===== config.mk =====
export PLATFORM = sky130hd
export DESIGN_NAME = lfu_slot_replacement
export DESIGN_NICKNAME = d
export VERILOG_FILES = /design/src/hw/rtl/lfusr_pkg.sv /design/src/hw/rtl/lfu_slot_replacement.sv /design/src/hw/rtl/lfusr_ram.sv
export SDC_FILE = /design/constraint.sdc
export NUM_CORES = 1
export LEC_CHECK = 0
export ABC_AREA = 0
export BUFFER_PORTS_ARGS = -buffer_cell sky130_fd_sc_hd__buf_2
export CORE_ASPECT_RATIO = 0.8
export CORE_MARGIN = 4
export CORE_UTILIZATION = 40
export CTS_CLUSTER_SIZE = 12
export DETAILED_ROUTE_END_ITERATION = 10
export PLACE_DENSITY_LB_ADDON = 0.08
export SLEW_MARGIN = 20
export SYNTH_ARGS = -nofsm -noshare
export SYNTH_HDL_FRONTEND = slang
export SYNTH_HIERARCHICAL = 1
export SYNTH_SLANG_ARGS = --single-unit
export TNS_END_PERCENT = 1

===== constraint.sdc =====
create_clock -name clk_i -period 10.2 [get_ports clk_i]
set_input_delay 2.04 -clock clk_i [delete_from_list [all_inputs] [get_ports clk_i]]
set_output_delay 2.04 -clock clk_i [all_outputs]
set_load 0.05 [all_outputs]

===== src/hw/rtl/lfusr_pkg.sv =====
// Package for the LFU slot replacement block: operation codes and the fixed
// widths of the command and configuration fields.
// Depends on nothing; used by the top level lfu_slot_replacement.
package lfusr_pkg;

  // Operation codes carried by operation_i.
  localparam logic OP_RECOMMEND = 1'b0;
  localparam logic OP_READ      = 1'b1;

  // Fixed field widths of the command, result and configuration ports.
  localparam int SLOT_INDEX_W = 5;
  localparam int FILLED_W     = 6;
  localparam int LIMIT_W      = 6;

  // Reset value of the slot limit register.
  localparam logic [LIMIT_W-1:0] LIMIT_RESET = 6'd32;

endpackage


===== src/hw/rtl/lfu_slot_replacement.sv =====
// Top level of the LFU slot replacement block: command sequencer and slot table.
// Depends on lfusr_pkg and lfusr_ram.

// The block holds up to SLOTS slots of id and hit count in one synchronous RAM,
// kept in insertion order, and handles one command at a time: busy_o is high
// from the cycle after start_i is taken until the work is done, and the result
// shows on the result ports for exactly one cycle, marked by done_o, in the
// cycle in which busy_o falls. The receiver cannot stall, so it must take every
// result in that cycle. A recommend of id zero never raises busy_o. Any other
// recommend reads every occupied slot through the RAM read port, one per cycle.
// An eviction of the youngest slot needs no extra state, since the new id
// overwrites it at once; any other eviction moves each slot behind the victim
// down one place in StShift, then places the new id in StPlace. The RAM needs no
// clearing pass: only slots below the fill count are ever read.
module lfu_slot_replacement #(
  parameter int SLOTS      = 32,
  parameter int ID_BITS    = 10,
  parameter int COUNT_BITS = 16
) (
  input  logic                                  clk_i,
  input  logic                                  rst_ni,
  // Configuration write port.
  input  logic                                  cfg_we_i,
  input  logic [lfusr_pkg::LIMIT_W-1:0]         cfg_wdata_i,
  // Command transaction.
  input  logic                                  start_i,
  output logic                                  busy_o,
  input  logic                                  operation_i,
  input  logic [ID_BITS-1:0]                    candidate_id_i,
  input  logic [lfusr_pkg::SLOT_INDEX_W-1:0]    slot_index_i,
  // Result transaction.
  output logic                                  done_o,
  output logic                                  was_hit_o,
  output logic                                  was_evicted_o,
  output logic [ID_BITS-1:0]                    evicted_id_o,
  output logic [ID_BITS-1:0]                    read_id_o,
  output logic [COUNT_BITS-1:0]                 read_count_o,
  output logic [lfusr_pkg::FILLED_W-1:0]        filled_slots_o
);

  localparam int AW      = (SLOTS > 1) ? $clog2(SLOTS) : 1;
  localparam int FW      = $clog2(SLOTS + 1);
  localparam int CW      = (FW > lfusr_pkg::LIMIT_W) ? FW : lfusr_pkg::LIMIT_W;
  localparam int EW      = ID_BITS + COUNT_BITS;
  localparam int FillOutW = lfusr_pkg::FILLED_W;

  // Sequencer states.
  localparam logic [2:0] StIdle   = 3'd0;
  localparam logic [2:0] StRead   = 3'd1;
  localparam logic [2:0] StScan   = 3'd2;
  localparam logic [2:0] StDecide = 3'd3;
  localparam logic [2:0] StShift  = 3'd4;
  localparam logic [2:0] StPlace  = 3'd5;

  logic [2:0]                       state_q, state_d;
  logic [lfusr_pkg::LIMIT_W-1:0]    limit_q, limit_d;
  logic [FW-1:0]                    fill_q, fill_d;
  logic                             done_q, done_d;
  logic [ID_BITS-1:0]               cand_q, cand_d;
  logic                             rd_ok_q, rd_ok_d;
  logic [AW-1:0]                    chk_q, chk_d;
  logic [AW-1:0]                    ptr_q, ptr_d;
  logic                             hit_q, hit_d;
  logic [AW-1:0]                    hit_idx_q, hit_idx_d;
  logic [COUNT_BITS-1:0]            hit_cnt_q, hit_cnt_d;
  logic [AW-1:0]                    min_idx_q, min_idx_d;
  logic [COUNT_BITS-1:0]            min_cnt_q, min_cnt_d;
  logic [ID_BITS-1:0]               min_id_q, min_id_d;
  logic                             evict_q, evict_d;
  logic [ID_BITS-1:0]               evid_q, evid_d;
  logic [ID_BITS-1:0]               rid_q, rid_d;
  logic [COUNT_BITS-1:0]            rcnt_q, rcnt_d;

  // RAM port signals.
  logic                             ram_we;
  logic [AW-1:0]                    ram_waddr;
  logic [EW-1:0]                    ram_wdata;
  logic                             ram_re;
  logic [AW-1:0]                    ram_raddr;
  logic [EW-1:0]                    ram_rdata;
  logic [ID_BITS-1:0]               rd_id;
  logic [COUNT_BITS-1:0]            rd_cnt;

  // Derived values used by the sequencer.
  logic [CW-1:0]                    limit_ext;
  logic [CW-1:0]                    limit_eff;
  logic [CW-1:0]                    fill_ext;
  logic [CW-1:0]                    pos_ext;
  logic [FW-1:0]                    chk_next;
  logic [FW-1:0]                    last_fw;
  logic [AW-1:0]                    last_idx;
  logic [AW-1:0]                    ptr_inc;
  logic [COUNT_BITS-1:0]            hit_cnt_inc;

  lfusr_ram #(
    .WIDTH (EW),
    .DEPTH (SLOTS)
  ) u_slot_ram (
    .clk_i   (clk_i),
    .we_i    (ram_we),
    .waddr_i (ram_waddr),
    .wdata_i (ram_wdata),
    .re_i    (ram_re),
    .raddr_i (ram_raddr),
    .rdata_o (ram_rdata)
  );

  assign rd_id  = ram_rdata[EW-1:COUNT_BITS];
  assign rd_cnt = ram_rdata[COUNT_BITS-1:0];

  // A limit of zero acts as one and a limit above the slot count acts as the slot count.
  assign limit_ext = CW'(limit_q);
  always_comb begin
    if (limit_q == '0) begin
      limit_eff = CW'(1);
    end else if (limit_ext > CW'(SLOTS)) begin
      limit_eff = CW'(SLOTS);
    end else begin
      limit_eff = limit_ext;
    end
  end

  assign fill_ext    = CW'(fill_q);
  assign pos_ext     = CW'(slot_index_i);
  assign chk_next    = FW'(chk_q) + FW'(1);
  assign last_fw     = fill_q - FW'(1);
  assign last_idx    = AW'(last_fw);
  assign ptr_inc     = ptr_q + AW'(1);
  assign hit_cnt_inc = (&hit_cnt_q) ? hit_cnt_q : hit_cnt_q + COUNT_BITS'(1);

  // Command sequencer: read, scan, decide, close up and place.
  always_comb begin
    state_d   = state_q;
    limit_d   = limit_q;
    fill_d    = fill_q;
    done_d    = 1'b0;
    cand_d    = cand_q;
    rd_ok_d   = rd_ok_q;
    chk_d     = chk_q;
    ptr_d     = ptr_q;
    hit_d     = hit_q;
    hit_idx_d = hit_idx_q;
    hit_cnt_d = hit_cnt_q;
    min_idx_d = min_idx_q;
    min_cnt_d = min_cnt_q;
    min_id_d  = min_id_q;
    evict_d   = evict_q;
    evid_d    = evid_q;
    rid_d     = rid_q;
    rcnt_d    = rcnt_q;
    ram_we    = 1'b0;
    ram_waddr = '0;
    ram_wdata = '0;
    ram_re    = 1'b0;
    ram_raddr = '0;

    if (cfg_we_i) begin
      limit_d = cfg_wdata_i;
    end

    case (state_q)
      StIdle: begin
        if (start_i) begin
          cand_d  = candidate_id_i;
          hit_d   = 1'b0;
          evict_d = 1'b0;
          evid_d  = '0;
          rid_d   = '0;
          rcnt_d  = '0;
          chk_d   = '0;
          if (operation_i == lfusr_pkg::OP_READ) begin
            // Positions at or beyond the fill read as empty.
            rd_ok_d   = (pos_ext < fill_ext) && (pos_ext < CW'(SLOTS));
            ram_re    = rd_ok_d;
            ram_raddr = AW'(slot_index_i);
            state_d   = StRead;
          end else if (candidate_id_i == '0) begin
            // Id zero marks an empty slot and changes nothing.
            done_d = 1'b1;
          end else if (fill_q == '0) begin
            state_d = StDecide;
          end else begin
            ram_re    = 1'b1;
            ram_raddr = '0;
            state_d   = StScan;
          end
        end
      end

      StRead: begin
        if (rd_ok_q) begin
          rid_d  = rd_id;
          rcnt_d = rd_cnt;
        end
        done_d  = 1'b1;
        state_d = StIdle;
      end

      StScan: begin
        // Data for slot chk_q arrives; the next slot is requested meanwhile.
        if (!hit_q && (rd_id == cand_q)) begin
          hit_d     = 1'b1;
          hit_idx_d = chk_q;
          hit_cnt_d = rd_cnt;
        end
        if ((chk_q == '0) || (rd_cnt < min_cnt_q)) begin
          min_idx_d = chk_q;
          min_cnt_d = rd_cnt;
          min_id_d  = rd_id;
        end
        if (chk_next == fill_q) begin
          state_d = StDecide;
        end else begin
          ram_re    = 1'b1;
          ram_raddr = AW'(chk_next);
          chk_d     = AW'(chk_next);
        end
      end

      StDecide: begin
        if (hit_q) begin
          ram_we    = 1'b1;
          ram_waddr = hit_idx_q;
          ram_wdata = {cand_q, hit_cnt_inc};
          done_d    = 1'b1;
          state_d   = StIdle;
        end else if (CW'(fill_q) < limit_eff) begin
          ram_we    = 1'b1;
          ram_waddr = AW'(fill_q);
          ram_wdata = {cand_q, COUNT_BITS'(1)};
          fill_d    = fill_q + FW'(1);
          done_d    = 1'b1;
          state_d   = StIdle;
        end else begin
          evict_d = 1'b1;
          evid_d  = min_id_q;
          if (min_idx_q == last_idx) begin
            ram_we    = 1'b1;
            ram_waddr = last_idx;
            ram_wdata = {cand_q, COUNT_BITS'(1)};
            done_d    = 1'b1;
            state_d   = StIdle;
          end else begin
            ram_re    = 1'b1;
            ram_raddr = min_idx_q + AW'(1);
            ptr_d     = min_idx_q;
            state_d   = StShift;
          end
        end
      end

      StShift: begin
        // Slot ptr_q + 1 arrives and moves down to ptr_q.
        ram_we    = 1'b1;
        ram_waddr = ptr_q;
        ram_wdata = ram_rdata;
        ptr_d     = ptr_inc;
        if (ptr_inc == last_idx) begin
          state_d = StPlace;
        end else begin
          ram_re    = 1'b1;
          ram_raddr = ptr_inc + AW'(1);
        end
      end

      StPlace: begin
        ram_we    = 1'b1;
        ram_waddr = last_idx;
        ram_wdata = {cand_q, COUNT_BITS'(1)};
        done_d    = 1'b1;
        state_d   = StIdle;
      end

      default: begin
        state_d = StIdle;
      end
    endcase
  end

  // Control registers.
  always_ff @(posedge clk_i or negedge rst_ni) begin
    if (!rst_ni) begin
      state_q <= StIdle;
      limit_q <= lfusr_pkg::LIMIT_RESET;
      fill_q  <= '0;
      done_q  <= 1'b0;
      hit_q   <= 1'b0;
      evict_q <= 1'b0;
    end else begin
      state_q <= state_d;
      limit_q <= limit_d;
      fill_q  <= fill_d;
      done_q  <= done_d;
      hit_q   <= hit_d;
      evict_q <= evict_d;
    end
  end

  // Working and result payload registers.
  always_ff @(posedge clk_i) begin
    cand_q    <= cand_d;
    rd_ok_q   <= rd_ok_d;
    chk_q     <= chk_d;
    ptr_q     <= ptr_d;
    hit_idx_q <= hit_idx_d;
    hit_cnt_q <= hit_cnt_d;
    min_idx_q <= min_idx_d;
    min_cnt_q <= min_cnt_d;
    min_id_q  <= min_id_d;
    evid_q    <= evid_d;
    rid_q     <= rid_d;
    rcnt_q    <= rcnt_d;
  end

  assign busy_o         = (state_q != StIdle);
  assign done_o         = done_q;
  assign was_hit_o      = hit_q;
  assign was_evicted_o  = evict_q;
  assign evicted_id_o   = evid_q;
  assign read_id_o      = rid_q;
  assign read_count_o   = rcnt_q;
  assign filled_slots_o = FillOutW'(fill_q);

endmodule


===== src/hw/rtl/lfusr_ram.sv =====
// Generic single-write, single-read synchronous RAM with a registered read.
// Depends on nothing; instanced by lfu_slot_replacement for the slot table.
module lfusr_ram #(
  parameter int WIDTH = 26,
  parameter int DEPTH = 32,
  localparam int AddrW = (DEPTH > 1) ? $clog2(DEPTH) : 1
) (
  input  logic             clk_i,
  input  logic             we_i,
  input  logic [AddrW-1:0] waddr_i,
  input  logic [WIDTH-1:0] wdata_i,
  input  logic             re_i,
  input  logic [AddrW-1:0] raddr_i,
  output logic [WIDTH-1:0] rdata_o
);

  logic [WIDTH-1:0] mem_q [DEPTH];
  logic [WIDTH-1:0] rdata_q;

  // Write port.
  always_ff @(posedge clk_i) begin
    if (we_i) begin
      mem_q[waddr_i] <= wdata_i;
    end
  end

  // Read port: the data is registered and shows in the cycle after the read.
  always_ff @(posedge clk_i) begin
    if (re_i) begin
      rdata_q <= mem_q[raddr_i];
    end
  end

  assign rdata_o = rdata_q;

endmodule


==> reports/results.txt <==
Status = finished clean
DRT antenna net count = 0
Mapped cell area = 0.04003 mm2
Vias = 21610
WL per Instance = 26.18 um
Final setup fails = 0
R2r startpoint = state_q[0]
CTS Buffer Depth = 3
I/O Buffers = 71
HP Start = was_evicted_o
Switch share = 35.04%
Async SR Flop Fraction = 1.827%
CTS resizes = 0
Pin count of the biggest net entering global routing = 134
Gate Count Post-Synth = 2451
R2R Setup Slk = 4.36 ns
Syn_nets = 2509
Initial drt markers = 1801
Post-route DRC = 0
CP endpoint kind = flop
Total gr overflow = 0
CP Max Fanout = 57
Die extent in x = 361.7 um
First-pass GRT wire length = 149300 um
Clk pwr share = 26.2%
CTS tree = yes
Post-Route WL = 103100 um
Fin Hold WS = 0.4904 ns
CTS Hold Bufs = 0
Flop pwr share = 41.4%
Main synth FF type = edfxtp_1
#FFs+latches synth = 985
Cts bufs inserted = 99
Critical path type = reg -> reg
Hold Crit Class = reg -> reg
Yosys warns = 6
Via/cell ratio = 5.491
Leak Pwr = 14.32 nW
H-tree depth = 3
ANT cells = 0
Area Growth Syn to Fin = 13.06%
Clk_lat worst skew = 0.68 ns
Rel. slew slack = 11.71%
NetSw = 0.004456 W
Sequential cell area fraction in the yosys report = 73.68%
CTS Root Cell = clkbuf_16
Clk_skew = 0.01525 ns
Worst EP arrival = 6.24 ns
DR pass1 iterations = 5
Worst Tran Pin Value = 1.324 ns
Internal Power = 0.008261 W
Share of cells above drive strength 1 = 12.69%
Clock transition at the registers of the reported paths = 0.06 ns
Dpl hpwl = 56710 um
Clk sinks = 985
Hold Fails Final Rpt = 0
Cell area power density = 281.0 mW/mm2
Final setup TNS = 0 ns
Hold path cells = 2
Initial antenna violation count = 1
Unrepaired setup endpoints after global routing = false
Postcts setup bufs = 0
Worst r2r path cells = 12
Worst Path Required = 10.60 ns
Starting Density = 40.44%
Post-synth EDFFs = 967
Max-Cap Viols = 0
Worst VDD drop = 389.2 uV
Avg Cell Area, Syn = 16.33 um2
Row count = 103
Peak Freq = 171.3 MHz
Vias in the first global route = 21510
Slew Limit Fails = 0
Period minus WS final = 5.838 ns
Fin nets = 2619
Hold Crit Endpoint = was_evicted_o
Die area = 0.1052 mm2
Synth unique cells = 59
Worst R2R End = u_slot_ram/rdata_o[25]
GRT Util Overall = 19.29%
Core ar. = 0.09897 mm2
Gpl congestion = 0.8114
Final period utilization = 57.23%
Crit start category = flop
Comb pwr share = 32.4%
Top Ports = 72
Die Y = 290.9 um
[how the worst max path moves through the flow]
stage                                 start                endpoint
after global routing      filled_slots_o[0]  u_slot_ram/rdata_o[20]
after global placement              start_i  u_slot_ram/rdata_o[25]
final                            state_q[0]  u_slot_ram/rdata_o[25]
after detailed placement            start_i  u_slot_ram/rdata_o[25]
after floorplan             slot_index_i[1]   u_slot_ram/rdata_o[0]
after CTS                        state_q[0]  u_slot_ram/rdata_o[25]
[cells in the mapped netlist (4+ instances only)]
cell / count / area (um2)
nor2_1: 65 / 244.0
nand2b_1: 8 / 50.05
edfxtp_1: 967 / 29040
nand4_1: 11 / 68.82
nand2_1: 135 / 506.7
ha_1: 32 / 400.4
nand3b_1: 7 / 52.55
a22o_1: 53 / 464.2
xnor2_1: 39 / 341.6
nor2b_1: 4 / 25.02
or2_2: 5 / 31.28
a211oi_1: 5 / 37.54
clkbuf_1: 39 / 146.4
buf_1: 7 / 26.28
o211ai_1: 4 / 30.03
xor2_1: 17 / 148.9
nand3_1: 99 / 495.5
buf_6: 12 / 135.1
and2_1: 40 / 250.2
buf_4: 32 / 240.2
mux2i_1: 418 / 4184
dfrtp_1: 17 / 425.4
a22oi_1: 91 / 683.2
o21ai_0: 43 / 215.2
a21oi_1: 89 / 445.4
nor4_1: 7 / 43.79
a31oi_1: 30 / 187.7
buf_2: 35 / 175.2
a21o_1: 7 / 52.55
nor3_1: 39 / 195.2
inv_1: 43 / 161.4
mux2_2: 4 / 45.04
[cells by family after synthesis]
family / Yosys count / share of synthesized area (%)
compound gates: 344 / 5.818
xor+xnor: 60 / 1.419
buf+inv: 169 / 2.223
mux: 422 / 10.57
flops: 985 / 73.68
simple gates: 439 / 5.299
fa+ha+maj: 32 / 1.000
[state kept, by name, summed over array words and instances, names as in the netlist, 16 cells and up]
| signal | flops |
|---|---|
| u_slot_ram/mem_q | 832 |
| min_cnt_q | 16 |
| read_count_o | 16 |
| hit_cnt_q | 16 |
| u_slot_ram/rdata_o | 26 |
[routing by layer]
| metal | vias up | share of wire [%] | GRT usage, % |
|---|---|---|---|
| met3 | 143 | 4.3 | 2.785 |
| met1 | 11220 | 46 | 27.78 |
| met5 | - | 0 | 0 |
| met2 | 495 | 47 | 31.22 |
| li1 | 9749 | - | - |
| met4 | 0 | 1.9 | 4.408 |
[worst max-delay path, cell delays in order, from the launching register on]
cell and delay, ns:
dfrtp_1 0.72, nand2_1 0.12, or2_2 0.33, or3_1 0.40, or2_2 0.35, nand2b_1 0.35
o21ai_0 0.72, and2_4 0.80, buf_4 0.84, a22o_1 0.28, nor3_1 0.05, a31oi_1 0.42
nand3_1 0.12
[layout make-up]
type                       instances  area [um2]
clock buffer                     131        2683
sequential                       985       29490
clock inverter                    33       217.7
multi-input combinational       1297       10120
fill                            8597       53720
inverter                          43       161.4
tap                             1312        1642
timing repair buffer             135       938.4
[layout by cell type, fill, tap and decap left out, drive strengths merged, types with 3 or more instances in the layout]
| cell type | n |
|---|---|
| o221ai | 3 |
| o21ai | 46 |
| clkinv | 28 |
| a22oi | 91 |
| nand3b | 7 |
| nor3b | 3 |
| inv | 46 |
| buf | 135 |
| nor2b | 4 |
| edfxtp | 967 |
| or2 | 5 |
| o211ai | 4 |
| mux2i | 418 |
| or3b | 3 |
| nand2 | 137 |
| xor2 | 17 |
| a221oi | 3 |
| a21oi | 89 |
| a211oi | 5 |
| xnor2 | 41 |
| nand4 | 11 |
| nor2 | 65 |
| nor4b | 3 |
| nand3 | 99 |
| nor3 | 39 |
| clkbuf | 131 |
| mux2 | 4 |
| dfrtp | 17 |
| or3 | 3 |
| a21o | 7 |
| a22o | 53 |
| ha | 32 |
| a222oi | 3 |
| nor4 | 7 |
| nand2b | 8 |
| a31oi | 30 |
| and2 | 40 |
[stage by stage]
step | cell area, um2 | total power (W) | instances | utilization [%] | setup slack, ns
3_3_place_gp | 42210 | 0.009468 | 3770 | 42.65 | 4.022
2_1_floorplan | 40030 | 0.008147 | 2451 | - | 5.606
6_report | 45250 | 0.01272 | 3936 | 45.72 | 4.362
5_1_grt | 45250 | 0.01330 | 3936 | 45.72 | 3.996
3_5_place_dp | 42250 | 0.009506 | 3771 | 42.69 | 3.934
4_1_cts | 45150 | 0.01286 | 3935 | 45.62 | 4.329
[power groups by stage]
stage / clock (W) / sequential (W) / combinational, W
global route: 0.00360 / 0.00529 / 0.00441
CTS: 0.00342 / 0.00528 / 0.00416
detailed placement: 0 / 0.00536 / 0.00415
finish: 0.00334 / 0.00526 / 0.00412
global placement: 0 / 0.00535 / 0.00412
floorplan: 0 / 0.00542 / 0.00273
No activity file was read; power rests on OpenSTA's default activity.
